<file path="src/design/lfba_pkg.sv">
package lfba_pkg;

  localparam int NumBlocksDef = 1024;

  localparam int WordBits = 64;
  localparam int OffBits  = 6;

  localparam int OpW       = 3;
  localparam int InIdxW    = 10;
  localparam int OutW      = 11;
  localparam int InTdataW  = 16;
  localparam int OutTdataW = 40;

  typedef enum logic [OpW-1:0] {
    OP_ALLOC = 3'd0,
    OP_PEEK  = 3'd1,
    OP_FREE  = 3'd2,
    OP_USED  = 3'd3,
    OP_MOD   = 3'd4
  } op_e;

  typedef enum logic [2:0] {
    ST_CLEAR,
    ST_IDLE,
    ST_DECODE,
    ST_SCAN,
    ST_MODIFY,
    ST_RESP
  } state_e;

  typedef struct packed {
    logic clr_we;
    logic latch_in;
    logic decode;
    logic scan_next;
    logic scan_take;
    logic mark_apply;
    logic out_load;
  } cmd_t;

  typedef struct packed {
    logic clr_last;
    logic find_op;
    logic mark_op;
    logic free_empty;
    logic word_hit;
  } sts_t;

  function automatic logic [OffBits-1:0] lowest_set(input logic [WordBits-1:0] w);
    logic [OffBits-1:0] pos;
    pos = '0;
    for (int i = WordBits - 1; i >= 0; i--) begin
      if (w[i]) begin
        pos = OffBits'(i);
      end
    end
    return pos;
  endfunction

endpackage

</file>
<file path="src/design/lowest_first_block_allocator_unit.sv">
// An accepted item is latched, then decoded while a free-map word is read. In-range mark-free
// and mark-used then modify that word; allocate or peek with a non-empty free set scans 64-bit
// words up to the lowest free id (at most NumBlocks/64, rounded up); the rest skip both steps.
// The result loads into the output register once it is free; items are taken one at a time,
// s_axis_tready low until then, and the scan reads one map word per cycle. Reset: counters clear
// at once; a clearing pass then writes zero to every free-map word, s_axis_tready low until done.
module lowest_first_block_allocator_unit #(
  parameter int NumBlocks = lfba_pkg::NumBlocksDef
) (
  input  logic                              clk_i,
  input  logic                              rst_ni,
  input  logic                              s_axis_tvalid,
  output logic                              s_axis_tready,
  // [2:0] operation, [12:3] block_index
  input  logic [lfba_pkg::InTdataW-1:0]     s_axis_tdata,
  output logic                              m_axis_tvalid,
  input  logic                              m_axis_tready,
  // [10:0] result_index, [21:11] free_count, [32:22] high_water_mark
  output logic [lfba_pkg::OutTdataW-1:0]    m_axis_tdata,
  // [0] status
  output logic                              m_axis_tuser
);

  localparam int OutW = lfba_pkg::OutW;
  localparam logic [OutW-1:0] NoneOut = OutW'(NumBlocks);

  lfba_pkg::cmd_t    cmd;
  lfba_pkg::sts_t    sts;
  logic [OutW-1:0]   res_idx, free_cnt, hw_cnt;
  logic              res_full;

  lfba_ctrl u_ctrl (
    .clk_i       (clk_i),
    .rst_ni      (rst_ni),
    .in_valid_i  (s_axis_tvalid),
    .in_ready_o  (s_axis_tready),
    .out_valid_o (m_axis_tvalid),
    .out_ready_i (m_axis_tready),
    .sts_i       (sts),
    .cmd_o       (cmd)
  );

  lfba_dpath #(
    .NumBlocks (NumBlocks)
  ) u_dpath (
    .clk_i      (clk_i),
    .rst_ni     (rst_ni),
    .cmd_i      (cmd),
    .sts_o      (sts),
    .in_op_i    (s_axis_tdata[2:0]),
    .in_idx_i   (s_axis_tdata[12:3]),
    .res_idx_o  (res_idx),
    .res_full_o (res_full),
    .free_cnt_o (free_cnt),
    .hw_cnt_o   (hw_cnt)
  );

  assign m_axis_tdata = {7'b0, hw_cnt, free_cnt, res_idx};
  assign m_axis_tuser = res_full;

  a_full_result: assert property (@(posedge clk_i) disable iff (!rst_ni)
    m_axis_tvalid && m_axis_tuser |->
      (m_axis_tdata[10:0] == NoneOut) && (m_axis_tdata[21:11] == '0) &&
      (m_axis_tdata[32:22] == NoneOut))
    else $error("full status with free ids or headroom left");

  a_busy_after_accept: assert property (@(posedge clk_i) disable iff (!rst_ni)
    s_axis_tvalid && s_axis_tready |=> !s_axis_tready)
    else $error("new item taken while one is in progress");

  a_clear_blocks_input: assert property (@(posedge clk_i) disable iff (!rst_ni)
    cmd.clr_we |-> !s_axis_tready && !cmd.out_load)
    else $error("item traffic during map clearing");

endmodule

</file>
<file path="src/design/lfba_ctrl.sv">
module lfba_ctrl (
  input  logic            clk_i,
  input  logic            rst_ni,
  input  logic            in_valid_i,
  output logic            in_ready_o,
  output logic            out_valid_o,
  input  logic            out_ready_i,
  input  lfba_pkg::sts_t  sts_i,
  output lfba_pkg::cmd_t  cmd_o
);

  lfba_pkg::state_e state_q, state_d;
  logic             out_vld_q, out_vld_d;

  always_ff @(posedge clk_i or negedge rst_ni) begin
    if (!rst_ni) begin
      state_q   <= lfba_pkg::ST_CLEAR;
      out_vld_q <= 1'b0;
    end else begin
      state_q   <= state_d;
      out_vld_q <= out_vld_d;
    end
  end

  always_comb begin
    state_d    = state_q;
    cmd_o      = '0;
    in_ready_o = 1'b0;
    unique case (state_q)
      lfba_pkg::ST_CLEAR: begin
        cmd_o.clr_we = 1'b1;
        if (sts_i.clr_last) begin
          state_d = lfba_pkg::ST_IDLE;
        end
      end
      lfba_pkg::ST_IDLE: begin
        in_ready_o = 1'b1;
        if (in_valid_i) begin
          cmd_o.latch_in = 1'b1;
          state_d        = lfba_pkg::ST_DECODE;
        end
      end
      lfba_pkg::ST_DECODE: begin
        cmd_o.decode = 1'b1;
        if (sts_i.find_op && !sts_i.free_empty) begin
          state_d = lfba_pkg::ST_SCAN;
        end else if (sts_i.mark_op) begin
          state_d = lfba_pkg::ST_MODIFY;
        end else begin
          state_d = lfba_pkg::ST_RESP;
        end
      end
      lfba_pkg::ST_SCAN: begin
        if (sts_i.word_hit) begin
          cmd_o.scan_take = 1'b1;
          state_d         = lfba_pkg::ST_RESP;
        end else begin
          cmd_o.scan_next = 1'b1;
        end
      end
      lfba_pkg::ST_MODIFY: begin
        cmd_o.mark_apply = 1'b1;
        state_d          = lfba_pkg::ST_RESP;
      end
      lfba_pkg::ST_RESP: begin
        if (!out_vld_q || out_ready_i) begin
          cmd_o.out_load = 1'b1;
          state_d        = lfba_pkg::ST_IDLE;
        end
      end
      default: begin
        state_d = lfba_pkg::ST_IDLE;
      end
    endcase
  end

  always_comb begin
    out_vld_d = out_vld_q;
    if (cmd_o.out_load) begin
      out_vld_d = 1'b1;
    end else if (out_ready_i) begin
      out_vld_d = 1'b0;
    end
  end

  assign out_valid_o = out_vld_q;

endmodule

</file>
<file path="src/design/lfba_dpath.sv">
module lfba_dpath #(
  parameter int NumBlocks = lfba_pkg::NumBlocksDef
) (
  input  logic                          clk_i,
  input  logic                          rst_ni,
  input  lfba_pkg::cmd_t                cmd_i,
  output lfba_pkg::sts_t                sts_o,
  input  logic [lfba_pkg::OpW-1:0]      in_op_i,
  input  logic [lfba_pkg::InIdxW-1:0]   in_idx_i,
  output logic [lfba_pkg::OutW-1:0]     res_idx_o,
  output logic                          res_full_o,
  output logic [lfba_pkg::OutW-1:0]     free_cnt_o,
  output logic [lfba_pkg::OutW-1:0]     hw_cnt_o
);

  localparam int WordBits = lfba_pkg::WordBits;
  localparam int OffBits  = lfba_pkg::OffBits;
  localparam int OutW     = lfba_pkg::OutW;
  localparam int OpW      = lfba_pkg::OpW;
  localparam int NumWords = (NumBlocks + WordBits - 1) / WordBits;
  localparam int AddrW    = (NumWords > 1) ? $clog2(NumWords) : 1;
  localparam int IdxW     = $clog2(NumBlocks);
  localparam int CntW     = $clog2(NumBlocks + 1);
  localparam logic [CntW-1:0] NoneId = CntW'(NumBlocks);

  logic [WordBits-1:0] mem [NumWords];
  logic [WordBits-1:0] rdata_q;
  logic [AddrW-1:0]    chk_q;

  logic [OpW-1:0]      op_q;
  logic [IdxW-1:0]     idx_q;
  logic                idx_ok_q;
  logic [AddrW-1:0]    addr_q, addr_d;
  logic [CntW-1:0]     free_total_q, free_total_d;
  logic [CntW-1:0]     hw_q, hw_d;
  logic [CntW-1:0]     pend_idx_q;
  logic                pend_full_q;

  logic                find_op, mark_op, is_alloc;
  logic [AddrW-1:0]    idx_word;
  logic [OffBits-1:0]  idx_off, hit_off;
  logic [WordBits-1:0] idx_sel, hit_sel;
  logic                wr_en, rd_en;
  logic [AddrW-1:0]    wr_addr, rd_addr;
  logic [WordBits-1:0] wr_data;

  assign is_alloc = (op_q == lfba_pkg::OP_ALLOC);
  assign find_op  = is_alloc || (op_q == lfba_pkg::OP_PEEK);
  assign mark_op  = ((op_q == lfba_pkg::OP_FREE) || (op_q == lfba_pkg::OP_USED)) && idx_ok_q;
  assign idx_word = AddrW'(idx_q >> OffBits);
  assign idx_off  = OffBits'(idx_q);
  assign idx_sel  = WordBits'(1) << idx_off;
  assign hit_off  = lfba_pkg::lowest_set(rdata_q);
  assign hit_sel  = WordBits'(1) << hit_off;

  assign sts_o.clr_last   = (addr_q == AddrW'(NumWords - 1));
  assign sts_o.find_op    = find_op;
  assign sts_o.mark_op    = mark_op;
  assign sts_o.free_empty = (free_total_q == '0);
  assign sts_o.word_hit   = (rdata_q != '0);

  always_comb begin
    wr_en        = 1'b0;
    wr_addr      = addr_q;
    wr_data      = '0;
    rd_en        = 1'b0;
    rd_addr      = addr_q;
    addr_d       = addr_q;
    free_total_d = free_total_q;
    hw_d         = hw_q;
    if (cmd_i.clr_we) begin
      wr_en  = 1'b1;
      addr_d = addr_q + AddrW'(1);
    end
    if (cmd_i.decode) begin
      rd_en   = 1'b1;
      rd_addr = find_op ? '0 : idx_word;
      addr_d  = AddrW'(1);
      if (find_op && (free_total_q == '0) && (hw_q != NoneId) && is_alloc) begin
        hw_d = hw_q + CntW'(1);
      end
    end
    if (cmd_i.scan_next) begin
      rd_en  = 1'b1;
      addr_d = addr_q + AddrW'(1);
    end
    if (cmd_i.scan_take && is_alloc) begin
      wr_en        = 1'b1;
      wr_addr      = chk_q;
      wr_data      = rdata_q & ~hit_sel;
      free_total_d = free_total_q - CntW'(1);
    end
    if (cmd_i.mark_apply) begin
      wr_addr = chk_q;
      if (op_q == lfba_pkg::OP_FREE) begin
        if ((rdata_q & idx_sel) == '0) begin
          wr_en        = 1'b1;
          wr_data      = rdata_q | idx_sel;
          free_total_d = free_total_q + CntW'(1);
        end
      end else if ((rdata_q & idx_sel) != '0) begin
        wr_en        = 1'b1;
        wr_data      = rdata_q & ~idx_sel;
        free_total_d = free_total_q - CntW'(1);
      end
    end
  end

  always_ff @(posedge clk_i) begin
    if (wr_en) begin
      mem[wr_addr] <= wr_data;
    end
    if (rd_en) begin
      rdata_q <= mem[rd_addr];
      chk_q   <= rd_addr;
    end
  end

  always_ff @(posedge clk_i or negedge rst_ni) begin
    if (!rst_ni) begin
      addr_q       <= '0;
      free_total_q <= '0;
      hw_q         <= '0;
    end else begin
      addr_q       <= addr_d;
      free_total_q <= free_total_d;
      hw_q         <= hw_d;
    end
  end

  always_ff @(posedge clk_i) begin
    if (cmd_i.latch_in) begin
      op_q        <= in_op_i;
      idx_q       <= IdxW'(in_idx_i);
      idx_ok_q    <= (32'(in_idx_i) < NumBlocks);
      pend_idx_q  <= NoneId;
      pend_full_q <= 1'b0;
    end
    if (cmd_i.decode && find_op && (free_total_q == '0)) begin
      if (hw_q != NoneId) begin
        pend_idx_q <= hw_q;
      end else begin
        pend_full_q <= 1'b1;
      end
    end
    if (cmd_i.scan_take) begin
      pend_idx_q <= CntW'({chk_q, hit_off});
    end
    if (cmd_i.out_load) begin
      res_idx_o  <= OutW'(pend_idx_q);
      res_full_o <= pend_full_q;
      free_cnt_o <= OutW'(free_total_q);
      hw_cnt_o   <= OutW'(hw_q);
    end
  end

endmodule
</file>
<file path="config.mk">
export PLATFORM = sky130hd
export DESIGN_NAME = lowest_first_block_allocator_unit
export DESIGN_NICKNAME = d
export VERILOG_FILES = /design/src/design/lfba_pkg.sv /design/src/design/lowest_first_block_allocator_unit.sv /design/src/design/lfba_ctrl.sv /design/src/design/lfba_dpath.sv
export SDC_FILE = /design/constraint.sdc
export NUM_CORES = 2
export LEC_CHECK = 0
export BUFFER_PORTS_ARGS = -buffer_cell sky130_fd_sc_hd__buf_2
export CORE_MARGIN = 2
export CORE_UTILIZATION = 55
export CTS_CLUSTER_SIZE = 24
export DETAILED_ROUTE_END_ITERATION = 8
export GPL_TIMING_DRIVEN = 0
export PLACE_DENSITY_LB_ADDON = 0.15
export SLEW_MARGIN = 15
export SYNTH_ARGS = -nofsm -noshare
export SYNTH_HDL_FRONTEND = slang
export SYNTH_SLANG_ARGS = --single-unit
</file>
<file path="constraint.sdc">
create_clock -name clk_i -period 6.8 [get_ports clk_i]
set_input_delay 1.02 -clock clk_i [delete_from_list [all_inputs] [get_ports clk_i]]
set_output_delay 1.02 -clock clk_i [all_outputs]
set_load 0.02 [all_outputs]
</file>
==> impl_metrics.yaml <==
setup_path:
  cp-endpoint: "u_dpath.mem[15][39]"
  critPathKind: "flop to flop"
  reg2reg_to: "u_dpath.mem[15][39]"
  slowest_delay_ns: 0.93
  critPathRequiredTime_ns: 7.15
  slowest_stage: "a2111oi_0"
  critPathArrivalTime_ns: 5.59
  cp-end-kind: "flop"
  setup.worst_path.start: "u_dpath.idx_q[4]"
  start_kind: "flop"
  cp_common_cell: "buf_6"
  crit_chain: "buf_6 > buf_6 > nand4b_1 > o32ai_1 > a2111oi_0 > and4_1 > nand4_2 > nor2_1 > buf_2 > a31oi_1 > o21ai_1"
  r2r_slack_ns: 1.57
  cp_max_fo: 16
  reg2reg_from: "u_dpath.idx_q[4]"
  rr_worst_depth: 11
sta:
  drv_slew: 0
  skew_ns: 0.04170
  hold_violations: 0
  fmax_mhz: 191.1
  setup_viol: 0
  fin_crit_ns: 5.234
  period_share_pct: 76.97
  slew_headroom_pct: 10.92
  worst_pin_slew_ns: 1.336
  rsz0062_at_grt: "no"
global_route:
  grtUsageTotal_pct: 33.52
  use_met2_pct: 51.03
  grt_pass1_vias: 34080
  overflow: 0
  met3_usage_pct: 6.109
  grt_max_degree: 36
  antenna_found_initial: 5
  met1_usage_pct: 48.11
  grt_pass1_wl_um: 230500
  grt-busiest-layer: "met2"
clock_network:
  cts_resized: 0
  post-cts-setup-buffer-count: 0
  cts_tree: "done"
  insertion_delay_ns: 0.73
  clock_sinks: 1181
  clockRootBuffer: "clkbuf_16"
  htree_levels: 3
  clk_pin_slew_ns: 0.07
  numCtsBuffers: 116
  cts_buffer_depth: 3
  cts_hold_buf: 0
status:
  status: "completed"
power_and_ir_drop:
  swShare_pct: 39.95
  powerDensity_nw_per_um2: 425.6
  finalPower_w: 0.02443
  cellLeakagePower_nw: 19.98
  p_switching_w: 0.009761
  combinationalPowerShare_pct: 37.5
  ir_drop_mv: 0.2636
  clkPwrFrac_pct: 24.0
  p_seq_share_pct: 38.5
  p_int_w: 0.01467
route:
  ant_nets: 0
  firstDrtPassIters: 6
  vias: 36130
  drt-vias-per-instance: 6.313
  post-route-drc-count: 0
  drtIter0Drc: 4915
  drt_wl_total_um: 158800
  wire_per_inst_um: 27.76
yosys:
  avgSynthCellArea_um2: 12.10
  synth_edf_count: 1139
  ys_seq_elements: 1181
  yosysUniqueCellTypes: 102
  synth_cells: 4207
  synthArstFlopShare_pct: 2.540
  syn_area_um2: 50910
  synthFlopType: "edfxtp_1"
  yosys_warnings: 0
  synth_seq_area_share_pct: 69.13
final_layout:
  final_nets: 4467
  stdcell_area_um2: 57400
  drive_gt1_share_pct: 10.84
  multi_input_area_um2: 14360
  final_common_cell: "nand2_1"
  nFillCells: 7037
  area_growth_pct: 12.76
  final_cell_mix: "nand2_1 (1,142), edfxtp_1 (1,139), nand3_1 (546)"
  regArea_um2: 35190
floorplanning:
  start_util_pct: 55.54
  rows: 111
  fp.dieH_um: 308.2
  io_pins: 63
  die_w_um: 308.2
  die_area_um2: 95010
  core-area_um2: 91660
place:
  dpl_cell_area_um2: 53900
  io_buffers: 52
  gp_congestion: 0.9988
  dp_hpwl_um: 113400
worst_hold_path:
  hold_path.class: "input pin to async pin"
run:
  drv_cap: 0
==> power by group through the flow <==
stage               combinational [W]  sequential, W  clock [W]
global placement              0.00863        0.00964          0
global route                  0.00980        0.00946    0.00618
CTS                           0.00903        0.00939    0.00590
finish                        0.00916        0.00941    0.00586
floorplan                     0.00522        0.00953          0
detailed placement            0.00898        0.00954          0
==> worst min path at each step <==
stage	start	endpoint
after floorplan	u_dpath.pend_idx_q[0]	u_dpath.res_idx_o[0]
after global placement	u_dpath.pend_idx_q[4]	u_dpath.res_idx_o[4]
after detailed placement	u_dpath.pend_idx_q[1]	u_dpath.res_idx_o[1]
after CTS	rst_ni	u_dpath.addr_q[1]
after global routing	rst_ni	u_dpath.hw_q[0]
final	rst_ni	u_dpath.hw_q[8]
==> kinds of logic (layout without fill, tap and decap cells) <==
logic type,after synthesis,count (layout),synth area share [%]
DFF,1181,1181,69.13
adders and majority gates,5,5,0.1229
AOI/OAI and AO/OA,490,490,7.310
buffers and inverters,352,669,3.249
and+or+nand+nor,2099,2099,18.73
muxes,25,25,0.5211
xor gates and xnor gates,54,54,0.9291
other,1,14,0.007366
==> per-layer routing <==
layer | part of all wire (%) | vias to the layer above | wire, µm
met1 | 41 | 17910 | 65890
met5 | 0.024 | - | 38
met3 | 9.2 | 316 | 14560
met2 | 45 | 1853 | 71710
li1 | - | 16040 | -
met4 | 4.2 | 6 | 6640
==> registers in the layout (all words and copies together) (netlist names) <==
name	cells
u_ctrl.out_valid_o	1
u_ctrl.state_q	3
u_dpath.addr_q	4
u_dpath.chk_q	4
u_dpath.free_cnt_o	11
u_dpath.free_total_q	11
u_dpath.hw_cnt_o	11
u_dpath.hw_q	11
u_dpath.idx_q	10
u_dpath.mem	1024
u_dpath.op_q	3
u_dpath.pend_full_q	1
u_dpath.pend_idx_q	11
u_dpath.rdata_q	64
u_dpath.res_full_o	1
u_dpath.res_idx_o	11
==> critical path, delay by kind of cell, from the launching register on <==
family / cells / cell delay, ns
AO/OA/AOI/OAI: 4 / 2.24
AND/OR/NAND/NOR: 4 / 1.38
buffers and inverters: 3 / 0.77
flip-flops: 1 / 0.45
==> through the flow <==
stage               hold slack (ns)  std cells  utilization [%]  setup WS (ns)  setup TNS [ns]
finish                       0.3978       5723            62.62          1.566               0
global route                 0.4242       5716            62.60          1.518               0
global placement             0.4155       5451            57.46         -2.941        -2718.78
detailed placement           0.4171       5508            58.81          1.666               0
floorplan                    0.4081       4213                -          1.181               0
CTS                          0.3870       5714            62.50          1.655               0
==> cell usage after synthesis (23+ instances only) <==
master    number  area (µm²)
nand2_1     1143        4290
edfxtp_1    1139       34200
nand3_1      546        2733
clkbuf_1     169       634.4
a311oi_1     132        1156
nor2_1        96       360.4
buf_2         80       400.4
a31oi_1       76       475.5
and3_1        75       469.2
a21oi_1       57       285.3
nor3_1        51       255.2
o21ai_0       43       215.2
buf_4         39       292.8
xnor2_1       37       324.1
inv_1         36       135.1
o211ai_1      32       240.2
dfrtp_1       30       750.7
nor2b_1       27       168.9
nand4_1       23       143.9
nor4_1        23       143.9
==> layout make-up <==
type,count,share of cell area (%)
Sequential cell,1181,61.31
Multi-Input combinational cell,2680,25.01
Clock buffer,148,5.340
Buffer,313,2.642
Tap cell,1186,2.585
Timing Repair Buffer,111,2.258
Clock inverter,58,0.5646
Inverter,39,0.2550
Antenna cell,7,0.03052
Power figures use the tool's default switching activity.
